===== config.mk =====
export PLATFORM = sky130hd
export DESIGN_NAME = table_driven_dfa_matcher_flat
export DESIGN_NICKNAME = d
export VERILOG_FILES = /design/src/rtl/dfam_pkg.sv /design/src/rtl/dfam_if.sv /design/src/rtl/dfam_ram.sv /design/src/rtl/dfam_char_map.sv /design/src/rtl/dfam_walker.sv /design/src/rtl/table_driven_dfa_matcher.sv /design/src/flat_wrapper.sv
export SDC_FILE = /design/constraint.sdc
export NUM_CORES = 2
export LEC_CHECK = 0
export ABC_AREA = 1
export BUFFER_PORTS_ARGS = -buffer_cell sky130_fd_sc_hd__clkbuf_2
export CORE_MARGIN = 3
export CORE_UTILIZATION = 57
export CTS_CLUSTER_DIAMETER = 200
export DETAILED_ROUTE_END_ITERATION = 8
export PLACE_DENSITY = 0.8
export SLEW_MARGIN = 20
export SYNTH_ARGS = -nofsm -noshare
export SYNTH_HDL_FRONTEND = slang
export SYNTH_SLANG_ARGS = --single-unit

===== constraint.sdc =====
create_clock -name clk -period 5.15 [get_ports clk]
set_input_delay 1.03 -clock clk [delete_from_list [all_inputs] [get_ports clk]]
set_output_delay 1.03 -clock clk [all_outputs]
set_load 0.005 [all_outputs]

===== src/rtl/dfam_pkg.sv =====
// dfam_pkg: shared constants, item mode codes, register indexes and the
// stage record passed from the character map stage to the state walker.
// No dependencies; every other file of the matcher but dfam_ram imports it.
`default_nettype none

package dfam_pkg;

  // Automaton size
  localparam int NUM_STATES  = 16;
  localparam int NUM_SYMBOLS = 16;

  // Fixed field widths
  localparam int MODE_W  = 2;
  localparam int CHAR_W  = 8;
  localparam int STATE_W = 4;
  localparam int SYM_W   = 4;

  // Character map: one entry per byte, valid flag over symbol
  localparam int MAP_DEPTH = 1 << CHAR_W;
  localparam int MAP_W     = SYM_W + 1;

  // Transition table: row per state, column per symbol
  localparam int TT_DEPTH = NUM_STATES * NUM_SYMBOLS;
  localparam int TT_AW    = $clog2(TT_DEPTH);

  // Configuration port
  localparam int CFG_AW = 3;
  localparam int CFG_DW = 32;
  localparam int MASK_W = 16;

  typedef enum logic [MODE_W-1:0] {
    MODE_CHAR  = 2'd0,
    MODE_END   = 2'd1,
    MODE_TRANS = 2'd2,
    MODE_MAP   = 2'd3
  } mode_t;

  typedef enum logic {
    REG_START_STATE = 1'b0,
    REG_ACCEPT_MASK = 1'b1
  } reg_idx_t;

  // Item held in the stage register, with its character map lookup
  typedef struct packed {
    mode_t              mode;
    logic [STATE_W-1:0] from_state;
    logic [SYM_W-1:0]   symbol_index;
    logic [STATE_W-1:0] next_state;
    logic               map_ok;
    logic [SYM_W-1:0]   map_sym;
  } stage_t;

endpackage

`default_nettype wire


===== src/rtl/dfam_if.sv =====
// dfam_in_if / dfam_out_if: valid-ready channels for input items and
// verdicts. Depends on dfam_pkg for the field widths.
`default_nettype none

interface dfam_in_if
  import dfam_pkg::*;
();
  logic                valid;
  logic                ready;
  logic [MODE_W-1:0]   mode;
  logic [CHAR_W-1:0]   char_code;
  logic [STATE_W-1:0]  from_state;
  logic [SYM_W-1:0]    symbol_index;
  logic [STATE_W-1:0]  next_state;
  logic                map_valid;

  modport source (
    output valid, mode, char_code, from_state, symbol_index, next_state, map_valid,
    input  ready
  );
  modport sink (
    input  valid, mode, char_code, from_state, symbol_index, next_state, map_valid,
    output ready
  );
endinterface

interface dfam_out_if
  import dfam_pkg::*;
();
  logic                valid;
  logic                ready;
  logic                accepted;
  logic                bad_char;
  logic [STATE_W-1:0]  final_state;

  modport source (
    output valid, accepted, bad_char, final_state,
    input  ready
  );
  modport sink (
    input  valid, accepted, bad_char, final_state,
    output ready
  );
endinterface

`default_nettype wire


===== src/rtl/dfam_ram.sv =====
// dfam_ram: generic single-write, single-read memory with registered read
// data that holds while the read enable is low. No dependencies.
`default_nettype none

module dfam_ram #(
  parameter int WIDTH = 8,
  parameter int DEPTH = 256
) (
  input  wire logic                     clk,
  input  wire logic                     we,
  input  wire logic [$clog2(DEPTH)-1:0] waddr,
  input  wire logic [WIDTH-1:0]         wdata,
  input  wire logic                     re,
  input  wire logic [$clog2(DEPTH)-1:0] raddr,
  output logic      [WIDTH-1:0]         rdata
);

  logic [WIDTH-1:0] mem [DEPTH];

  // Write port
  always_ff @(posedge clk) begin
    if (we) begin
      mem[waddr] <= wdata;
    end
  end

  // Registered read port
  always_ff @(posedge clk) begin
    if (re) begin
      rdata <= mem[raddr];
    end
  end

endmodule

`default_nettype wire


===== src/rtl/dfam_char_map.sv =====
// dfam_char_map: input register stage. Accepts items, looks the byte up in
// the character map memory and presents the item with its map entry.
// Depends on dfam_pkg, dfam_if and dfam_ram.
`default_nettype none

module dfam_char_map
  import dfam_pkg::*;
(
  input  wire logic  clk,
  input  wire logic  rst_n,
  dfam_in_if.sink    in_ch,
  output logic       stg_vld,
  output stage_t     stg,
  input  wire logic  stg_take
);

  logic                 accept;
  logic                 stg_vld_r;
  logic                 map_we;
  logic [MAP_W-1:0]     map_wdata;
  logic [MAP_W-1:0]     map_rdata;
  logic [MAP_DEPTH-1:0] written_r;
  logic                 written_hit_r;
  mode_t                mode_r;
  logic [STATE_W-1:0]   from_r;
  logic [SYM_W-1:0]     sym_r;
  logic [STATE_W-1:0]   next_r;
  logic [MAP_W-1:0]     entry;

  // Take a transaction when the stage is empty or being emptied
  assign in_ch.ready = !stg_vld_r || stg_take;
  assign accept      = in_ch.valid && in_ch.ready;

  assign map_we    = accept && (mode_t'(in_ch.mode) == MODE_MAP);
  assign map_wdata = {in_ch.map_valid, in_ch.symbol_index};

  dfam_ram #(
    .WIDTH (MAP_W),
    .DEPTH (MAP_DEPTH)
  ) u_map_ram (
    .clk   (clk),
    .we    (map_we),
    .waddr (in_ch.char_code),
    .wdata (map_wdata),
    .re    (accept),
    .raddr (in_ch.char_code),
    .rdata (map_rdata)
  );

  // Per-byte written flags: an unwritten byte reads as invalid
  always_ff @(posedge clk) begin
    if (!rst_n) begin
      written_r <= '0;
    end else if (map_we) begin
      written_r[in_ch.char_code] <= 1'b1;
    end
  end

  // Stage occupancy
  always_ff @(posedge clk) begin
    if (!rst_n) begin
      stg_vld_r <= 1'b0;
    end else if (accept) begin
      stg_vld_r <= 1'b1;
    end else if (stg_take) begin
      stg_vld_r <= 1'b0;
    end
  end

  // Hold the item fields alongside the map read
  always_ff @(posedge clk) begin
    if (accept) begin
      mode_r        <= mode_t'(in_ch.mode);
      from_r        <= in_ch.from_state;
      sym_r         <= in_ch.symbol_index;
      next_r        <= in_ch.next_state;
      written_hit_r <= written_r[in_ch.char_code];
    end
  end

  assign entry = written_hit_r ? map_rdata : '0;

  always_comb begin
    stg.mode         = mode_r;
    stg.from_state   = from_r;
    stg.symbol_index = sym_r;
    stg.next_state   = next_r;
    stg.map_ok       = entry[MAP_W-1];
    stg.map_sym      = entry[SYM_W-1:0];
  end

  assign stg_vld = stg_vld_r;

endmodule

`default_nettype wire


===== src/rtl/dfam_walker.sv =====
// dfam_walker: string state, transition table memory and the verdict
// register. Consumes staged items from dfam_char_map.
// Depends on dfam_pkg, dfam_if and dfam_ram.
`default_nettype none

module dfam_walker
  import dfam_pkg::*;
(
  input  wire logic               clk,
  input  wire logic               rst_n,
  input  wire logic               stg_vld,
  input  wire stage_t             stg,
  output logic                    stg_take,
  input  wire logic [STATE_W-1:0] start_state,
  input  wire logic [MASK_W-1:0]  accept_mask,
  dfam_out_if.source              out_ch
);

  logic               in_str_r, in_str_nxt;
  logic               err_r, err_nxt;
  logic [STATE_W-1:0] cur_r, cur_nxt;
  logic               pend_r, pend_nxt;
  logic               out_vld_r, out_vld_nxt;
  logic               acc_r;
  logic               bad_r;
  logic [STATE_W-1:0] fin_r;

  logic               out_free;
  logic [STATE_W-1:0] t_rdata;
  logic [STATE_W-1:0] state_eff;
  logic [STATE_W-1:0] base;
  logic               err_b;
  logic               sym_ok;
  logic               st_ok;
  logic               t_re;
  logic               t_we;
  logic [TT_AW-1:0]   t_raddr;
  logic [TT_AW-1:0]   t_waddr;
  logic               verdict;

  // A lookup issued last cycle supplies the live state
  assign state_eff = pend_r ? t_rdata : cur_r;

  // A string opens on its first item with the start state and no error
  assign base  = in_str_r ? state_eff : start_state;
  assign err_b = in_str_r && err_r;

  assign sym_ok = stg.map_ok && (32'(stg.map_sym) < NUM_SYMBOLS);
  assign st_ok  = 32'(base) < NUM_STATES;

  // Only a verdict waits for the output register
  assign out_free = !out_vld_r || out_ch.ready;
  assign stg_take = stg_vld && ((stg.mode != MODE_END) || out_free);

  // Transition table accesses
  assign t_re = stg_take && (stg.mode == MODE_CHAR) && !err_b && sym_ok && st_ok;
  assign t_we = stg_take && (stg.mode == MODE_TRANS) &&
                (32'(stg.from_state) < NUM_STATES) &&
                (32'(stg.symbol_index) < NUM_SYMBOLS);
  assign t_raddr = TT_AW'(TT_AW'(base) * TT_AW'(NUM_SYMBOLS) + TT_AW'(stg.map_sym));
  assign t_waddr = TT_AW'(TT_AW'(stg.from_state) * TT_AW'(NUM_SYMBOLS)
                          + TT_AW'(stg.symbol_index));

  dfam_ram #(
    .WIDTH (STATE_W),
    .DEPTH (TT_DEPTH)
  ) u_trans_ram (
    .clk   (clk),
    .we    (t_we),
    .waddr (t_waddr),
    .wdata (stg.next_state),
    .re    (t_re),
    .raddr (t_raddr),
    .rdata (t_rdata)
  );

  assign verdict = !err_b && accept_mask[base];

  // Next string state and verdict
  always_comb begin
    in_str_nxt  = in_str_r;
    err_nxt     = err_r;
    cur_nxt     = state_eff;
    pend_nxt    = 1'b0;
    out_vld_nxt = out_vld_r && !out_ch.ready;
    if (stg_take) begin
      unique case (stg.mode)
        MODE_CHAR: begin
          in_str_nxt = 1'b1;
          err_nxt    = err_b || !sym_ok;
          cur_nxt    = base;
          pend_nxt   = t_re;
        end
        MODE_END: begin
          in_str_nxt  = 1'b0;
          err_nxt     = 1'b0;
          cur_nxt     = start_state;
          out_vld_nxt = 1'b1;
        end
        MODE_TRANS, MODE_MAP: begin
          cur_nxt = state_eff;
        end
        default: begin
          cur_nxt = state_eff;
        end
      endcase
    end
  end

  always_ff @(posedge clk) begin
    if (!rst_n) begin
      in_str_r  <= 1'b0;
      err_r     <= 1'b0;
      cur_r     <= '0;
      pend_r    <= 1'b0;
      out_vld_r <= 1'b0;
    end else begin
      in_str_r  <= in_str_nxt;
      err_r     <= err_nxt;
      cur_r     <= cur_nxt;
      pend_r    <= pend_nxt;
      out_vld_r <= out_vld_nxt;
    end
  end

  // Load the verdict transaction
  always_ff @(posedge clk) begin
    if (stg_take && (stg.mode == MODE_END)) begin
      acc_r <= verdict;
      bad_r <= err_b;
      fin_r <= base;
    end
  end

  assign out_ch.valid       = out_vld_r;
  assign out_ch.accepted    = acc_r;
  assign out_ch.bad_char    = bad_r;
  assign out_ch.final_state = fin_r;

  // A pending lookup exists only inside a string
  a_pend_in_string: assert property (@(posedge clk) disable iff (!rst_n)
    pend_r |-> in_str_r)
    else $error("transition lookup pending outside a string");

  // The error flag lives only inside a string
  a_err_in_string: assert property (@(posedge clk) disable iff (!rst_n)
    err_r |-> in_str_r)
    else $error("error flag set outside a string");

  // A lookup is issued only while no error is recorded
  a_pend_no_err: assert property (@(posedge clk) disable iff (!rst_n)
    pend_r |-> !err_r)
    else $error("lookup issued after an invalid character");

  // A verdict closes the string and fills the output register
  a_end_closes: assert property (@(posedge clk) disable iff (!rst_n)
    (stg_take && (stg.mode == MODE_END)) |=> (out_vld_r && !in_str_r && !err_r))
    else $error("verdict did not close the string");

endmodule

`default_nettype wire


===== src/rtl/table_driven_dfa_matcher.sv =====
// table_driven_dfa_matcher: top level. Holds the configuration registers
// and joins the character map stage to the state walker.
// Depends on dfam_pkg, dfam_if, dfam_char_map and dfam_walker.
//
//   channel   direction  handshake         carries
//   in_ch     in         valid / ready     mode, char_code, from_state,
//                                          symbol_index, next_state, map_valid
//   out_ch    out        valid / ready     accepted, bad_char, final_state
//   cfg       in         APB, pready = 1   start_state @0x0, accept_mask @0x4
//
// One item per cycle while no verdict stalls the stage. An item sits in the
// stage register while the character map memory is read, then the transition
// table memory is read and its registered data is the next character's state,
// so characters run back to back. A verdict appears on out_ch the cycle after
// its end item leaves the stage. Only a verdict that finds the output register
// full stalls the stage, and so the input. Reset is synchronous; no clearing
// pass, the character map carries per-byte written flags.
`default_nettype none

module table_driven_dfa_matcher
  import dfam_pkg::*;
(
  input  wire logic              clk,
  input  wire logic              rst_n,
  dfam_in_if.sink                in_ch,
  dfam_out_if.source             out_ch,
  input  wire logic              psel,
  input  wire logic              penable,
  input  wire logic              pwrite,
  input  wire logic [CFG_AW-1:0] paddr,
  input  wire logic [CFG_DW-1:0] pwdata,
  output logic      [CFG_DW-1:0] prdata,
  output logic                   pready
);

  logic               stg_vld;
  stage_t             stg;
  logic               stg_take;
  logic [STATE_W-1:0] start_state_r;
  logic [MASK_W-1:0]  accept_mask_r;
  logic               cfg_wr;
  reg_idx_t           reg_sel;

  assign pready  = 1'b1;
  assign reg_sel = reg_idx_t'(paddr[2]);
  assign cfg_wr  = psel && penable && pwrite && pready;

  // Configuration registers
  always_ff @(posedge clk) begin
    if (!rst_n) begin
      start_state_r <= '0;
      accept_mask_r <= '0;
    end else if (cfg_wr) begin
      unique case (reg_sel)
        REG_START_STATE: start_state_r <= pwdata[STATE_W-1:0];
        REG_ACCEPT_MASK: accept_mask_r <= pwdata[MASK_W-1:0];
        default: ;
      endcase
    end
  end

  // Read back
  always_comb begin
    unique case (reg_sel)
      REG_START_STATE: prdata = CFG_DW'(start_state_r);
      REG_ACCEPT_MASK: prdata = CFG_DW'(accept_mask_r);
      default:         prdata = '0;
    endcase
  end

  dfam_char_map u_char_map (
    .clk      (clk),
    .rst_n    (rst_n),
    .in_ch    (in_ch),
    .stg_vld  (stg_vld),
    .stg      (stg),
    .stg_take (stg_take)
  );

  dfam_walker u_walker (
    .clk         (clk),
    .rst_n       (rst_n),
    .stg_vld     (stg_vld),
    .stg         (stg),
    .stg_take    (stg_take),
    .start_state (start_state_r),
    .accept_mask (accept_mask_r),
    .out_ch      (out_ch)
  );

endmodule

`default_nettype wire


===== src/flat_wrapper.sv =====
// flat-port wrapper written by rule: the top's interface ports become plain ports
module table_driven_dfa_matcher_flat import dfam_pkg::*;
  (clk, rst_n, psel, penable, pwrite, paddr, pwdata, prdata, pready, in_ch_valid, in_ch_mode, in_ch_char_code, in_ch_from_state, in_ch_symbol_index, in_ch_next_state, in_ch_map_valid, in_ch_ready, out_ch_valid, out_ch_accepted, out_ch_bad_char, out_ch_final_state, out_ch_ready);
  dfam_in_if in_ch_i ();
  dfam_out_if out_ch_i ();
  input  wire logic clk;
  input  wire logic rst_n;
  input  wire logic psel;
  input  wire logic penable;
  input  wire logic pwrite;
  input  wire logic [CFG_AW-1:0] paddr;
  input  wire logic [CFG_DW-1:0] pwdata;
  output logic      [CFG_DW-1:0] prdata;
  output logic pready;
  input wire logic [$bits(in_ch_i.valid)-1:0] in_ch_valid;
  input wire logic [$bits(in_ch_i.mode)-1:0] in_ch_mode;
  input wire logic [$bits(in_ch_i.char_code)-1:0] in_ch_char_code;
  input wire logic [$bits(in_ch_i.from_state)-1:0] in_ch_from_state;
  input wire logic [$bits(in_ch_i.symbol_index)-1:0] in_ch_symbol_index;
  input wire logic [$bits(in_ch_i.next_state)-1:0] in_ch_next_state;
  input wire logic [$bits(in_ch_i.map_valid)-1:0] in_ch_map_valid;
  output wire logic [$bits(in_ch_i.ready)-1:0] in_ch_ready;
  output wire logic [$bits(out_ch_i.valid)-1:0] out_ch_valid;
  output wire logic [$bits(out_ch_i.accepted)-1:0] out_ch_accepted;
  output wire logic [$bits(out_ch_i.bad_char)-1:0] out_ch_bad_char;
  output wire logic [$bits(out_ch_i.final_state)-1:0] out_ch_final_state;
  input wire logic [$bits(out_ch_i.ready)-1:0] out_ch_ready;
  assign in_ch_i.valid = in_ch_valid;
  assign in_ch_i.mode = in_ch_mode;
  assign in_ch_i.char_code = in_ch_char_code;
  assign in_ch_i.from_state = in_ch_from_state;
  assign in_ch_i.symbol_index = in_ch_symbol_index;
  assign in_ch_i.next_state = in_ch_next_state;
  assign in_ch_i.map_valid = in_ch_map_valid;
  assign in_ch_ready = in_ch_i.ready;
  assign out_ch_valid = out_ch_i.valid;
  assign out_ch_accepted = out_ch_i.accepted;
  assign out_ch_bad_char = out_ch_i.bad_char;
  assign out_ch_final_state = out_ch_i.final_state;
  assign out_ch_i.ready = out_ch_ready;
  table_driven_dfa_matcher u_core (.clk(clk), .rst_n(rst_n), .in_ch(in_ch_i), .out_ch(out_ch_i), .psel(psel), .penable(penable), .pwrite(pwrite), .paddr(paddr), .pwdata(pwdata), .prdata(prdata), .pready(pready));
endmodule

== After elaboration in Yosys (flattened, before gate mapping) ==
Memories as Yosys holds them, arrays and structs flattened. A register that Yosys moved wholly into a read port is not among the register bits.
Index checks and enable logic that the tools add are counted.
Word-level totals
  bits in registers: 306
  bits in latches: 0
  memory bits (writable): 2304
  bits in read-only memories: 0
  output and inout port bits: 41
  memories kept: 2
Operators by class
  $add $sub $neg: 2
  multiply operators: 0
  div/mod/pow operators: 0
  order comparisons: 3
  eq/ne operators: 5
  shift operators: 0
  mux-type cells: 22
  bitwise operators: 2
  reductions and logical operators: 31
Memory list
  u_core.u_char_map.u_map_ram.mem: words 256, width 5, rd ports 1, clocked after Yosys merged registers in 1, wr ports 1, line dfam_ram.sv:18  | logic [WIDTH-1:0] mem [DEPTH];
  u_core.u_walker.u_trans_ram.mem: words 256, width 4, rd ports 1, clocked after Yosys merged registers in 1, wr ports 1, line dfam_ram.sv:18
Operators by type and width (count)
  $or A256 B256 Y256: 1
  $pmux W32 S2: 1
  $add A8 B4 Y8: 2
  $logic_and A1 B1 Y1: 14
  $mux W4: 3
  $pmux W4 S3: 1
  $mux W1: 11
  $lt A8 B9 Y1 const B: 1
  $bmux W1 S8: 1
  $demux W1 S8: 1
  $ge A8 B1 Y1 const B: 1
  $eq A2 B2 Y1 const B: 3
  $reduce_and A2 Y1: 3
  $logic_not A1 Y1: 5
  $lt A4 B5 Y1 const B: 1
  $mux W5: 1
  $bmux W1 S4: 1
  $logic_or A1 B1 Y1: 4
  $pmux W1 S2: 2
  $reduce_bool A2 Y1: 2
  $reduce_and A3 Y1: 1
  $eq A2 B1 Y1 const B: 1
  $logic_not A2 Y1: 1
  $ne A2 B1 Y1 const B: 1
  2 further kinds: 2

== Depth between registers and ports, before layout ==
  depth after elaboration: 9
  gate-level depth with buffers: 15

== Modules after synthesis ==
A second synthesis with hierarchy kept.
Unflattened totals
  cells, all modules: 10278
  area total of the unflattened synthesis: 109653.9 um^2
By module, submodules not included
  dfam_ram (u_core.u_char_map.u_map_ram): instances 1, cells an instance 4552, area each 52768.1 um^2
  dfam_ram (u_core.u_walker.u_trans_ram): instances 1, cells an instance 3720, area each 42864.9 um^2
  dfam_char_map: instances 1, cells an instance 1690, area each 11907.7 um^2
  table_driven_dfa_matcher: instances 1, cells an instance 187, area each 1221.2 um^2
  dfam_walker: instances 1, cells an instance 129, area each 892.1 um^2

== Worst setup path after synthesis ==
Ideal clock, no wire load.
  path kind: register to register
  start point: register u_core.u_char_map.next_r[0]
  end point: memory u_core.u_walker.u_trans_ram.mem[0][0] (netlist bit) (data pin)
  setup time: 0.817 ns
  arrival time: 3.228 ns
  path slack: 1.104 ns
  stages on the path, launching flop included: 1
  buffers on the path: 0
  clock period less this slack: 4.046 ns
  cells stage by stage: edfxtp_1
RTL lines
  from (decl): line dfam_char_map.sv:27  | logic [STATE_W-1:0] next_r;
  from (signal assigned): line dfam_char_map.sv:76  | next_r <= in_ch.next_state;
  to (decl): line dfam_ram.sv:18
Straight into the memory's write port.

== Final worst setup path ==
  start point: register u_core.u_char_map.written_hit_r
  end point: register u_core.u_walker.u_trans_ram.rdata[1] (read register of u_core.u_walker.u_trans_ram.mem) (data pin)
Between the ends
  longest elaborated chain between the ends: 2
  elaborated cells between the ends (all ways): 3
Ends and longest elaborated chain
  from (decl): line dfam_char_map.sv:23  | logic written_hit_r;
  from (signal assigned): line dfam_char_map.sv:77  | written_hit_r <= written_r[in_ch.char_code];
  $mux W5 *: line dfam_char_map.sv:81  | assign entry = written_hit_r ? map_rdata : '0;
  $add A8 B4 Y8 or $logic_and A1 B1 Y1 (tied branches): line dfam_walker.sv:60, dfam_walker.sv:56
  to (decl): line dfam_ram.sv:15  | output logic [WIDTH-1:0] rdata
Mark *: on every way between the ends. The rest lies on a longest branch, timed or not.
A chain may end at the register's enable or synchronous reset.

==> metrics.cfg <==
[floorplan]
dieArea_um2 = 194000
pin_count = 106
die_w_um = 441
core_um2 = 187000
rows = 158
start_util = 0.577
dieHeight_um = 441

[finish]
post-route-util = 0.631
area_growth_pct = 9.37
drive_gt1_frac = 0.0573
layout.nets = 10200
stdcell_area_um2 = 118000

[global_route]
grt_max_degree = 243
antenna_found_initial = 14
grtUsageTotal = 0.288
grt_first_pass_wirelength_um = 425000
grt-ovfl-total = 0
grt_pass1_vias = 72800

[clock_tree]
htreeDepth = 4
path_clk_slew_ns = 0.06
cts_root_buffer = clkbuf_16
ctsHoldBuffers = 0
clock_sinks = 2619
cts_tree = yes
numCtsBuffers = 231
clockBufferDepth = 3
cts_resized = 0
worstSkewPairLatency_ns = 0.88
post_cts.repair.setup_buffers = 0

[placed_design]
place_hpwl_um = 158000
gp_congestion = 0.928
place_area_um2 = 110000
port_buffers = 70

[setup_path]
crit_type = register to register
cp-end-kind = register
cp_data_required_time_ns = 5.74
arrival_ns = 4.70
r2r_cells = 12
start_kind = register
rr_startpoint = u_core.u_char_map.written_hit_r
startpoint = u_core.u_char_map.written_hit_r
cp_max_fo = 188

[power_and_ir_drop]
p_switching_w = 0.00952
pwr-share-clk = 0.399
p_seq_frac = 0.545
combPwrFrac = 0.056
leakage_nw = 46.2
cell_internal_pwr_w = 0.0330
ir_worst_vdd_mv = 0.298
power.density_nw_per_um2 = 361
switching_share = 0.224

[worst_hold_path]
hold_start = in_ch_next_state[3]
hold_depth = 1
min_path_type = primary input to register

[timing]
tightest_slew_ns = 1.26
rsz0062_at_grt = false
finalHoldViolations = 0
fin_crit_sh = 0.798
slew_violations = 0
tns_ns = 0
min_period_ns = 4.11
finalSetupViolations = 0
maxSlewHeadroom = 0.159
clock.fmax_mhz = 243
finClkSkew_ns = 0.0342

[synth]
ys_ff_latch = 2619
synth_cell_type_count = 24
netlist_area_um2 = 108000
synth_top_area_cell = edfxtp_1
async_reset_ff_frac = 0
ys_seq_area_frac = 0.704
yosys-top-cells-area = edfxtp_1 (65%), nand2_1 (11%), dfxtp_1 (5.3%), nand3_1 (4.7%), inv_1 (3.7%)
syn_avg_cell_area_um2 = 10.5
yosysWarnings = 0
synth_ff_type = edfxtp_1
synth_top_area_share = 0.651
syn_inst = 10200
synth-edff-count = 2334

[routing]
wirelength_um = 285000
wire_per_inst_um = 22.3
drt_iter0_markers = 11100
ant_nets = 0
post-route-drc-count = 0
via_per_inst = 5.94
vias = 76000
dr.pass1.iters = 7

[flow_run]
cap_violations = 0

[run_status]
status = completed

-- Yosys cell counts (3+ instances only) --
cell type / number
nand2_1: 3193
o21ai_0: 380
clkinv_1: 3
nand3_1: 1010
a22oi_1: 122
edfxtp_1: 2334
dfxtp_1: 285
nor2_1: 902
or2_2: 5
inv_1: 1073
clkbuf_1: 362
nor3_1: 6
inv_2: 4
o221ai_1: 3
o211ai_1: 48
nand4_1: 224
buf_4: 17
a21oi_1: 56
buf_2: 139
buf_1: 56
-- routing by layer --
metal	global-route usage	vias up	part of all wire
li1	-	33800	-
met2	0.458	5334	0.47
met5	0	-	0.00013
met3	0.0632	998	0.12
met1	0.366	35900	0.35
met4	0.165	6	0.062
-- power by group through the flow --
stage	clock network, W	registers, W	logic (W)
after floorplan	0	0.0237	0.00127
after global placement	0	0.0236	0.00226
after detailed placement	0	0.0236	0.00231
after CTS	0.0170	0.0232	0.00233
after global routing	0.0178	0.0231	0.00254
final	0.0170	0.0232	0.00240
-- sequential cells by signal, summed over array words and instances, names as in the netlist, 4 cells and up --
name	count
u_core.u_char_map.u_map_ram.rdata	5
u_core.u_char_map.u_map_ram.mem	1280
u_core.u_walker.u_trans_ram.rdata	4
u_core.u_walker.cur_r	4
u_core.u_char_map.written_r	256
u_core.u_walker.out_ch.final_state	4
u_core.accept_mask_r	16
u_core.u_walker.u_trans_ram.mem	1024
u_core.start_state_r	4
u_core.u_char_map.from_r	4
u_core.u_char_map.next_r	4
u_core.u_char_map.sym_r	4
-- critical path, cell delays in order, from the launching register on --
cell      delay, ns
edfxtp_1       0.62
nand2_4        0.56
buf_12         0.33
buf_16         0.52
nand2_1        0.10
o211ai_1       0.13
nand3_1        0.10
nand3_1        0.11
nand3_1        0.16
nand3_1        0.19
nand3_1        0.29
nand3_1        0.30
nand2_1        0.15
-- area by class of cell --
cell class              count  area (µm²)
diodes                      7        17.5
repair buffers            200        1780
clock inverters           134        1100
multi-input cells        5969       25600
flip-flops and latches   2619       75800
clock buffers             299        6280
fillers                 13400       68900
inverters                1080        4080
well taps                2480        3100
-- worst paths after layout --
kind / to / slack [ns]
worst min register to register: u_core.u_char_map.written_r[187] / 0.47
worst max-delay path: u_core.u_walker.u_trans_ram.rdata[1] / 1.04
worst max register to register: u_core.u_walker.u_trans_ram.rdata[1] / 1.04
worst min-delay path: u_core.u_char_map.next_r[3] / 0.35
-- cell usage in the layout, fill, tap and decap left out, types with 15 or more instances in the layout --
cell,Yosys,final
nand2_1,3193,3174
edfxtp_1,2334,2334
inv_1,1073,1066
nand3_1,1010,1010
nor2_1,902,896
o21ai_0,380,378
dfxtp_1,285,285
clkbuf_16,0,234
nand4_1,224,224
a22oi_1,122,122
buf_4,17,99
clkbuf_2,0,62
clkinv_2,0,57
a21oi_1,56,56
o211ai_1,48,48
clkbuf_1,362,47
clkinv_1,3,41
buf_12,0,31
clkbuf_8,0,21
conb_1,2,17
nand2_2,0,16
bufinv_16,0,15
-- per-stage QoR --
stage | total power [W] | hold slack, ns | setup WS [ns] | std cells
after global routing | 0.0435 | 0.318 | 0.923 | 12800
after CTS | 0.0425 | 0.299 | 1.29 | 12800
after global placement | 0.0259 | 0.450 | 0.775 | 12300
final | 0.0425 | 0.347 | 1.04 | 12800
after detailed placement | 0.0259 | 0.458 | 0.758 | 12300
after floorplan | 0.0250 | 0.440 | 1.10 | 10200
-- cell families (layout without fill, tap and decap cells) --
logic type / count (synthesis) / count (layout) / share of synthesized area
and+or+nand+nor: 5341 / 5341 / 0.203
DFF: 2619 / 2619 / 0.704
buffers and inverters: 1654 / 1713 / 0.0599
AOI/OAI and AO/OA: 611 / 611 / 0.0325
other: 2 / 24 / 0.0000698
No activity file was read; power rests on OpenSTA's default activity.
